<file path="src/hdl/imhtq_pkg.sv">
package imhtq_pkg;

  localparam int CAPACITY     = 256;
  localparam int HANDLE_COUNT = 1024;
  localparam int HANDLE_W     = 10;
  localparam int DEADLINE_W   = 64;
  localparam int COUNT_W      = 9;

  localparam logic [1:0] OP_INSERT = 2'd0;
  localparam logic [1:0] OP_REMOVE = 2'd1;
  localparam logic [1:0] OP_POP    = 2'd2;

  typedef struct packed {
    logic [1:0]            opcode;
    logic [HANDLE_W-1:0]   event_handle;
    logic [DEADLINE_W-1:0] deadline;
  } req_t;

  typedef struct packed {
    logic                  ok;
    logic [HANDLE_W-1:0]   result_handle;
    logic [DEADLINE_W-1:0] result_deadline;
    logic [COUNT_W-1:0]    entry_count;
  } rsp_t;

  typedef struct packed {
    logic [HANDLE_W-1:0]   handle;
    logic [DEADLINE_W-1:0] deadline;
  } entry_t;

  typedef enum logic [3:0] {
    ST_CLEAR,
    ST_IDLE,
    ST_LOOKUP,
    ST_DECIDE,
    ST_TAKE_RD,
    ST_TAKE_LAST,
    ST_TAKE_CMP,
    ST_UP,
    ST_UP_CMP,
    ST_DN,
    ST_DN_L,
    ST_DN_R,
    ST_DN_SW,
    ST_PLACE,
    ST_DONE
  } state_t;

  typedef enum logic [3:0] {
    A_NONE,
    A_CLEAR,
    A_LOAD,
    A_LOOKUP,
    A_DECIDE,
    A_TAKE_RD,
    A_TAKE_LAST,
    A_TAKE_CMP,
    A_UP,
    A_UP_CMP,
    A_DN,
    A_DN_L,
    A_DN_R,
    A_DN_SW,
    A_PLACE,
    A_RESP
  } act_t;

  typedef struct packed {
    logic clr_last;
    logic ins_go;
    logic take_go;
    logic last_hit;
    logic e_gt;
    logic e_up;
    logic at_root;
    logic p_gt;
    logic leaf;
    logic has_right;
    logic moved;
    logic rsp_free;
  } sts_t;

endpackage

</file>
<file path="src/hdl/imhtq_ctrl.sv">
module imhtq_ctrl (
  input  logic             clk,
  input  logic             rst,
  input  logic             req_valid,
  output logic             req_ready,
  input  imhtq_pkg::sts_t  sts,
  output imhtq_pkg::act_t  act
);

  imhtq_pkg::state_t state, state_next;

  always_ff @(posedge clk) begin
    if (rst) begin
      state <= imhtq_pkg::ST_CLEAR;
    end else begin
      state <= state_next;
    end
  end

  always_comb begin
    state_next = state;
    unique case (state)
      imhtq_pkg::ST_CLEAR:     if (sts.clr_last) state_next = imhtq_pkg::ST_IDLE;
      imhtq_pkg::ST_IDLE:      if (req_valid) state_next = imhtq_pkg::ST_LOOKUP;
      imhtq_pkg::ST_LOOKUP:    state_next = imhtq_pkg::ST_DECIDE;
      imhtq_pkg::ST_DECIDE: begin
        priority if (sts.ins_go) state_next = imhtq_pkg::ST_UP;
        else if (sts.take_go)    state_next = imhtq_pkg::ST_TAKE_RD;
        else                     state_next = imhtq_pkg::ST_DONE;
      end
      imhtq_pkg::ST_TAKE_RD:   state_next = imhtq_pkg::ST_TAKE_LAST;
      imhtq_pkg::ST_TAKE_LAST: state_next = sts.last_hit ? imhtq_pkg::ST_DONE
                                                         : imhtq_pkg::ST_TAKE_CMP;
      imhtq_pkg::ST_TAKE_CMP: begin
        priority if (sts.e_gt) state_next = imhtq_pkg::ST_DN;
        else if (sts.e_up)     state_next = imhtq_pkg::ST_UP;
        else                   state_next = imhtq_pkg::ST_PLACE;
      end
      imhtq_pkg::ST_UP:     state_next = sts.at_root ? imhtq_pkg::ST_PLACE
                                                     : imhtq_pkg::ST_UP_CMP;
      imhtq_pkg::ST_UP_CMP: state_next = sts.p_gt ? imhtq_pkg::ST_UP : imhtq_pkg::ST_PLACE;
      imhtq_pkg::ST_DN:     state_next = sts.leaf ? imhtq_pkg::ST_PLACE : imhtq_pkg::ST_DN_L;
      imhtq_pkg::ST_DN_L:   state_next = sts.has_right ? imhtq_pkg::ST_DN_R
                                                       : imhtq_pkg::ST_DN_SW;
      imhtq_pkg::ST_DN_R:   state_next = imhtq_pkg::ST_DN_SW;
      imhtq_pkg::ST_DN_SW:  state_next = sts.moved ? imhtq_pkg::ST_DN : imhtq_pkg::ST_PLACE;
      imhtq_pkg::ST_PLACE:  state_next = imhtq_pkg::ST_DONE;
      imhtq_pkg::ST_DONE:   if (sts.rsp_free) state_next = imhtq_pkg::ST_IDLE;
      default:              state_next = imhtq_pkg::ST_CLEAR;
    endcase
  end

  always_comb begin
    req_ready = 1'b0;
    act       = imhtq_pkg::A_NONE;
    unique case (state)
      imhtq_pkg::ST_CLEAR:     act = imhtq_pkg::A_CLEAR;
      imhtq_pkg::ST_IDLE: begin
        req_ready = 1'b1;
        if (req_valid) act = imhtq_pkg::A_LOAD;
      end
      imhtq_pkg::ST_LOOKUP:    act = imhtq_pkg::A_LOOKUP;
      imhtq_pkg::ST_DECIDE:    act = imhtq_pkg::A_DECIDE;
      imhtq_pkg::ST_TAKE_RD:   act = imhtq_pkg::A_TAKE_RD;
      imhtq_pkg::ST_TAKE_LAST: act = imhtq_pkg::A_TAKE_LAST;
      imhtq_pkg::ST_TAKE_CMP:  act = imhtq_pkg::A_TAKE_CMP;
      imhtq_pkg::ST_UP:        act = imhtq_pkg::A_UP;
      imhtq_pkg::ST_UP_CMP:    act = imhtq_pkg::A_UP_CMP;
      imhtq_pkg::ST_DN:        act = imhtq_pkg::A_DN;
      imhtq_pkg::ST_DN_L:      act = imhtq_pkg::A_DN_L;
      imhtq_pkg::ST_DN_R:      act = imhtq_pkg::A_DN_R;
      imhtq_pkg::ST_DN_SW:     act = imhtq_pkg::A_DN_SW;
      imhtq_pkg::ST_PLACE:     act = imhtq_pkg::A_PLACE;
      imhtq_pkg::ST_DONE:      if (sts.rsp_free) act = imhtq_pkg::A_RESP;
      default:                 act = imhtq_pkg::A_NONE;
    endcase
  end

endmodule

</file>
<file path="config.mk">
export PLATFORM = sky130hd
export DESIGN_NAME = imhtq_ctrl
export DESIGN_NICKNAME = d
export VERILOG_FILES = /design/src/hdl/imhtq_pkg.sv /design/src/hdl/imhtq_ctrl.sv
export SDC_FILE = /design/constraint.sdc
export NUM_CORES = 1
export LEC_CHECK = 0
export BUFFER_PORTS_ARGS = -buffer_cell sky130_fd_sc_hd__buf_2
export CAP_MARGIN = 5
export CORE_AREA = 8 8 45 47
export DETAILED_ROUTE_END_ITERATION = 8
export DIE_AREA = 0 0 53 55
export PLACE_DENSITY_LB_ADDON = 0.12
export REMOVE_ABC_BUFFERS = 1
export SETUP_SLACK_MARGIN = 0.3
export SLEW_MARGIN = 20
export SYNTH_ARGS = -nofsm -noshare
export SYNTH_HDL_FRONTEND = slang
export SYNTH_SLANG_ARGS = --single-unit
</file>
<file path="constraint.sdc">
create_clock -name clk -period 2.85 [get_ports clk]
set_input_delay 0.1425 -clock clk [delete_from_list [all_inputs] [get_ports clk]]
set_output_delay 0.1425 -clock clk [all_outputs]
set_load 0.01 [all_outputs]
</file>
==> impl_metrics.ini, run 1 <==
[outcome]
run_status = completed

[timing]
period_minus_slack_ps = 1871
finalSetupViolations = 0
fmaxAchievable_ghz = 0.5345
worst_clock_skew_ps = 2.789
postLayoutSetupSlackWorst_ps = 979.1
setup_repair_after_global_routing_missed_its_margin = false
final-max-slew-violation-count = 0
maxSlewHeadroom = 0.6226
finalCritPeriodShare = 0.6565
fin_tns_setup_ps = 0
tightestPinTransition_ps = 565.4
hold_viol = 0

[cells_and_area]
number_of_nets_in_the_layout = 110
final.fill_count = 149
utilization = 0.4421
flip_flop_count_of_the_largest_register_all_copies_and_words_added = 4
antenna-diode-count = 0
largest_register = state
areaGrowthSynthToFinish_pct = 21.04
largest_registers = state (4)
final_cell_mix = 19 x sky130_fd_sc_hd__buf_2, 8 x sky130_fd_sc_hd__a21oi_1, 8 x sky130_fd_sc_hd__o21ai_0
final_cells = 109
layout.cells.most_common = sky130_fd_sc_hd__buf_2
drive_gt1_frac = 0.2366

[global_route]
globalRouteOverflowTotal = 0
maximum_number_of_pins_on_one_net_before_global_route_repair = 20
antenna_found_initial = 0
first_global_vias = 593
global_route_wire_length_before_repair_mm = 2.587
gr-usage-all-layers = 0.1163

[critical_path]
critical_path.startpoint_type = flip-flop
critical_path_class = reg2out
cp_data_required_time_ps = 2710
worst_r2r_path_depth = 5
critPathMaxFanout = 19
endpoint_kind = output port
cp.arrival_ps = 1730

[clocking]
clkSinkCount = 4
setup_fix_bufs_post_cts = 0
htree_num_levels = 1
cts_tree = yes
post_cts_resize_count = 0
numCtsBuffers = 3
cts.reportedPaths.clkPinSlew_ps = 40
worstSkewPairLatency_ps = 230
ctsHoldBuffers = 0
cts_root_buffer = sky130_fd_sc_hd__clkbuf_4
clockBufferDepth = 2

[power]
powerDensity_nw_per_um2 = 521.6
report.power.total_uw = 319.2
ir_worst_vdd_mv = 0.1544
static_leakage_power_nw = 0.2624

[synthesis]
netlist_area_um2 = 505.5
ys_warn_count = 0
ys_async_sr_fraction = 0
ys_seq_elements = 4
post_synth_edffs = 0
netlist_instances = 77
seq_area_frac_synth = 0.1584
syn_area_per_cell_um2 = 6.565
ys_dominant_reg_cell = sky130_fd_sc_hd__dfxtp_1
synthDistinctLibCells = 28

[placement]
finalWeightedCongestion = 0.7895
placement.io_buffers = 19
dp_worst_setup_slack_ps = 1090
dpl.hpwl_mm = 1.102
dpl.cell_count = 106

[drt]
routed_via_count = 612
firstDrtPassIters = 4
avgRoutedWirePerCell_um = 13.55
detailedRoute.firstIterationViolations = 13
detail_route.vias_per_cell = 5.615
routed_wl_mm = 1.477
postRouteAntennaNets = 0
drt_drc_violations_left = 0

[job]
drv.max_cap_violation_count = 0

[floorplanning]
initial_util = 0.3653
std_cell_rows = 14
floorplan.die_area_um2 = 2915
chip_height_um = 55
core_area_um2 = 1384
ports = 20
die_width_um = 53

[hold_path]
hold_depth = 2
kind_of_path_behind_the_tightest_hold_check = in2reg
[path summary, 6_finish.rpt]
check / start / to / slack, ps
min reg2reg: state[1] / state[2] / 690
max reg2reg: state[2] / state[2] / 1090
max: state[2] / act[3] / 980
min: rst / state[0] / 130
[power by group]
part           switching, mW  total, mW  internal [mW]  leakage, nW
Combinational         0.0768      0.146         0.0693        0.216
Clock                 0.0218     0.0688         0.0470       0.0138
Sequential            0.0386      0.104         0.0656       0.0326
[critical path, cell delays in order (launching register included)]
cell and delay (ps):
sky130_fd_sc_hd__dfxtp_1 660, sky130_fd_sc_hd__inv_1 190, sky130_fd_sc_hd__nor4_1 410, sky130_fd_sc_hd__a21o_1 130, sky130_fd_sc_hd__buf_2 120
[logic make-up (layout without fill, tap and decap cells)]
| family | after synthesis | in the layout | share of synthesized area |
|---|---|---|---|
| AOI/OAI and AO/OA | 32 | 32 | 0.4159 |
| buffers and inverters | 10 | 26 | 0.09156 |
| and+or+nand+nor | 31 | 31 | 0.3342 |
| DFF | 4 | 4 | 0.1584 |
[metal layers]
metal  global-route usage  share of wire  vias up
met4              0.05172              0        0
met3              0.01872          0.026        0
met2               0.1855           0.48       14
met1               0.1500           0.49      280
li1                     -              -      318
met5                    0              0        -
[metrics by stage]
step                cell area, um2  hold slack, ps
floorplan                    474.2           211.6
global placement             589.3           379.7
detailed placement           589.3           370.2
CTS                          611.8           124.8
global route                 611.8           130.3
finish                       611.8           130.9
[Yosys cell counts, drive strengths merged (2+ instances only)]
cell type | instances | area share
nand2b | 7 | 0.087
or4 | 2 | 0.030
clkbuf | 4 | 0.030
dfxtp | 4 | 0.16
o21ai | 8 | 0.079
a32o | 3 | 0.059
nor2 | 6 | 0.045
a21o | 3 | 0.045
nor2b | 3 | 0.037
buf | 2 | 0.032
nand2 | 5 | 0.037
nor3 | 2 | 0.020
o22ai | 3 | 0.037
a21oi | 8 | 0.079
inv | 4 | 0.030
nand3 | 2 | 0.020
[cell type report]
class	instances	area, um2	area share
inverters	4	15.01	0.02454
multi-input cells	63	379.1	0.6196
well taps	16	20.02	0.03272
flip-flops and latches	4	80.08	0.1309
repair buffers	19	95.09	0.1554
clock buffers	3	22.52	0.03681
Power figures use the tool's default switching activity.
==> inputs of run 2 (changes only) <==
- ABC_AREA: not set -> 1
- CORE_AREA: 8 8 45 47 -> not set
- CORE_MARGIN: not set -> 8
- CORE_UTILIZATION: not set -> 40
- DIE_AREA: 0 0 53 55 -> not set
- clock period: 2.85 -> 1.8 ns (I/O delays scaled with it)
==> impl_metrics.ini, run 2 <==
[outcome]
run_status = completed

[drt]
routed_wl_mm = 1.859
drt_drc_violations_left = 0
detail_route.vias_per_cell = 5.110
firstDrtPassIters = 4
avgRoutedWirePerCell_um = 12.07
routed_via_count = 787
postRouteAntennaNets = 0
detailedRoute.firstIterationViolations = 52

[cells_and_area]
number_of_nets_in_the_layout = 156
layout.cells.most_common = sky130_fd_sc_hd__nand2_1
areaGrowthSynthToFinish_pct = 43.85
final_cell_mix = 30 x sky130_fd_sc_hd__nand2_1, 24 x sky130_fd_sc_hd__nor2_1, 19 x sky130_fd_sc_hd__buf_2
largest_registers = state (4)
largest_register = state
drive_gt1_frac = 0.3669
cell_area_after_layout_um2 = 804.5
flip_flop_count_of_the_largest_register_all_copies_and_words_added = 4
antenna-diode-count = 0

[synthesis]
post_synth_edffs = 0
netlist_top_cells_count = 33 x sky130_fd_sc_hd__nand2_1, 27 x sky130_fd_sc_hd__nor2_1, 13 x sky130_fd_sc_hd__inv_1
synthDistinctLibCells = 17
netlist_area_um2 = 559.3
ys_dominant_reg_cell = sky130_fd_sc_hd__dfxtp_1
ys_top_cells_by_area = sky130_fd_sc_hd__nand2_1 22%, sky130_fd_sc_hd__nor2_1 18%, sky130_fd_sc_hd__dfxtp_1 14%
ys_seq_elements = 4
ys_warn_count = 0
yosysMostFrequentCell = sky130_fd_sc_hd__nand2_1
seq_area_frac_synth = 0.1432
synth_top_area_share = 0.2215
synth_area_leader_cell = sky130_fd_sc_hd__nand2_1
ys_async_sr_fraction = 0
syn_area_per_cell_um2 = 4.949
netlist_instances = 113

[floorplanning]
chip_height_um = 53.39
die_width_um = 53.39
initial_util = 0.4298
ports = 20
floorplan.die_area_um2 = 2850
std_cell_rows = 13
core_area_um2 = 1301

[global_route]
antenna_found_initial = 0
gr-usage-all-layers = 0.1320
globalRouteOverflowTotal = 0
first_global_vias = 715
global_route_wire_length_before_repair_mm = 2.835
maximum_number_of_pins_on_one_net_before_global_route_repair = 8

[power]
ir_worst_vdd_mv = 0.8752
sw_frac_of_total = 0.5257
powerDensity_nw_per_um2 = 1142
p_clk_frac = 0.130
report.power.total_uw = 918.4
proportion_of_power_drawn_by_flip_flops_and_latches = 0.232
comb_power_share = 0.639
static_leakage_power_nw = 0.4861
total_switching_power_uw = 482.7
cellInternalPower_uw = 435.6

[hold_path]
kind_of_path_behind_the_tightest_hold_check = in2reg
min_to = state[0]
hold_depth = 2
hold_path_startpoint = rst

[critical_path]
endpoint_kind = output port
critPathMaxFanout = 6
reg2reg_slack_ps = 410
critical_path_class = reg2out
r2r_end = state[2]
worst_r2r_path_depth = 9
crit_path_start = state[2]
critical_path.reg2reg.startpoint = state[2]
cp.arrival_ps = 1390
cp_data_required_time_ps = 1710
critical_path.startpoint_type = flip-flop

[clocking]
worstSkewPairLatency_ps = 250
clockBufferDepth = 2
numCtsBuffers = 3
cts_tree = yes
ctsHoldBuffers = 0
clkSinkCount = 4
cts_root_buffer = sky130_fd_sc_hd__clkbuf_4
htree_num_levels = 1
cts.reportedPaths.clkPinSlew_ps = 40

[timing]
finalSetupViolations = 0
fin_tns_setup_ps = 0
worst_clock_skew_ps = 11.34
hold_viol = 0
maxSlewHeadroom = 0.8426
final-max-slew-violation-count = 0
setup_repair_after_global_routing_missed_its_margin = true
period_minus_slack_ps = 1478
hold_slack_ps = 15.38
fmaxAchievable_ghz = 0.6765
tightestPinTransition_ps = 235.2
finalCritPeriodShare = 0.8212

[placement]
finalWeightedCongestion = 0.9337
placement.io_buffers = 19
dpl.hpwl_mm = 1.405
dpl_cell_area_um2 = 673.1

[job]
drv.max_cap_violation_count = 0
[run 2: critical path, cell delays in order, from the launching register on]
cell	delay, ps
sky130_fd_sc_hd__dfxtp_4	390
sky130_fd_sc_hd__inv_1	110
sky130_fd_sc_hd__nand2_1	200
sky130_fd_sc_hd__nor2_2	70
sky130_fd_sc_hd__nor2_2	140
sky130_fd_sc_hd__nand3_1	90
sky130_fd_sc_hd__buf_2	150
[run 2: power by group through the flow]
stage          clock [mW]  combinational (mW)  sequential [mW]
6_report            0.119               0.586            0.213
5_1_grt             0.129               0.650            0.220
4_1_cts             0.123               0.505            0.191
3_5_place_dp            0               0.496            0.179
3_3_place_gp            0               0.501            0.178
2_1_floorplan           0               0.362            0.169
[run 2: cell type report]
type / count / area, um2
sequential: 4 / 95.09
timing repair buffer: 23 / 125.1
fill: 131 / 496.7
inverter: 17 / 68.82
multi-input combinational: 92 / 474.2
tap: 15 / 18.77
clock buffer: 3 / 22.52
[run 2: per-layer routing]
layer,track usage,wire (um)
met5,0,0
met4,0.08824,70
met3,0.02241,185
met2,0.2266,867
met1,0.1435,735
[run 2: stage by stage]
step                  util  instances  worst slack [ps]
floorplan                -        113             576.8
global placement    0.5173        147             362.8
detailed placement  0.5173        147             390.1
CTS                 0.5510        150             305.7
global route        0.6183        154             243.2
finish              0.6183        154             321.8
[run 2: worst max path at each step]
stage               endpoint  slack [ps]  cells past startpoint
floorplan           state[1]         580                      7
global placement      act[2]         360                      6
detailed placement  state[2]         390                      9
CTS                   act[1]         310                      7
global route          act[1]         240                      8
finish                act[2]         320                      6
[run 2: what timing repair did]
action / 4_1_cts / 5_1_grt
setup buffers: 0 / 4
gates resized for setup: 8 / 17
pin swaps: 0 / 3
endpoints found under the setup margin: 3 / 3
[run 2: logic make-up (layout without fill, tap and decap cells)]
logic type | after synthesis | after routing | synth area share
AND/OR/NAND/NOR | 86 | 86 | 0.6801
flip-flops | 4 | 4 | 0.1432
buffers and inverters | 17 | 43 | 0.1141
AO/OA/AOI/OAI | 6 | 6 | 0.06265
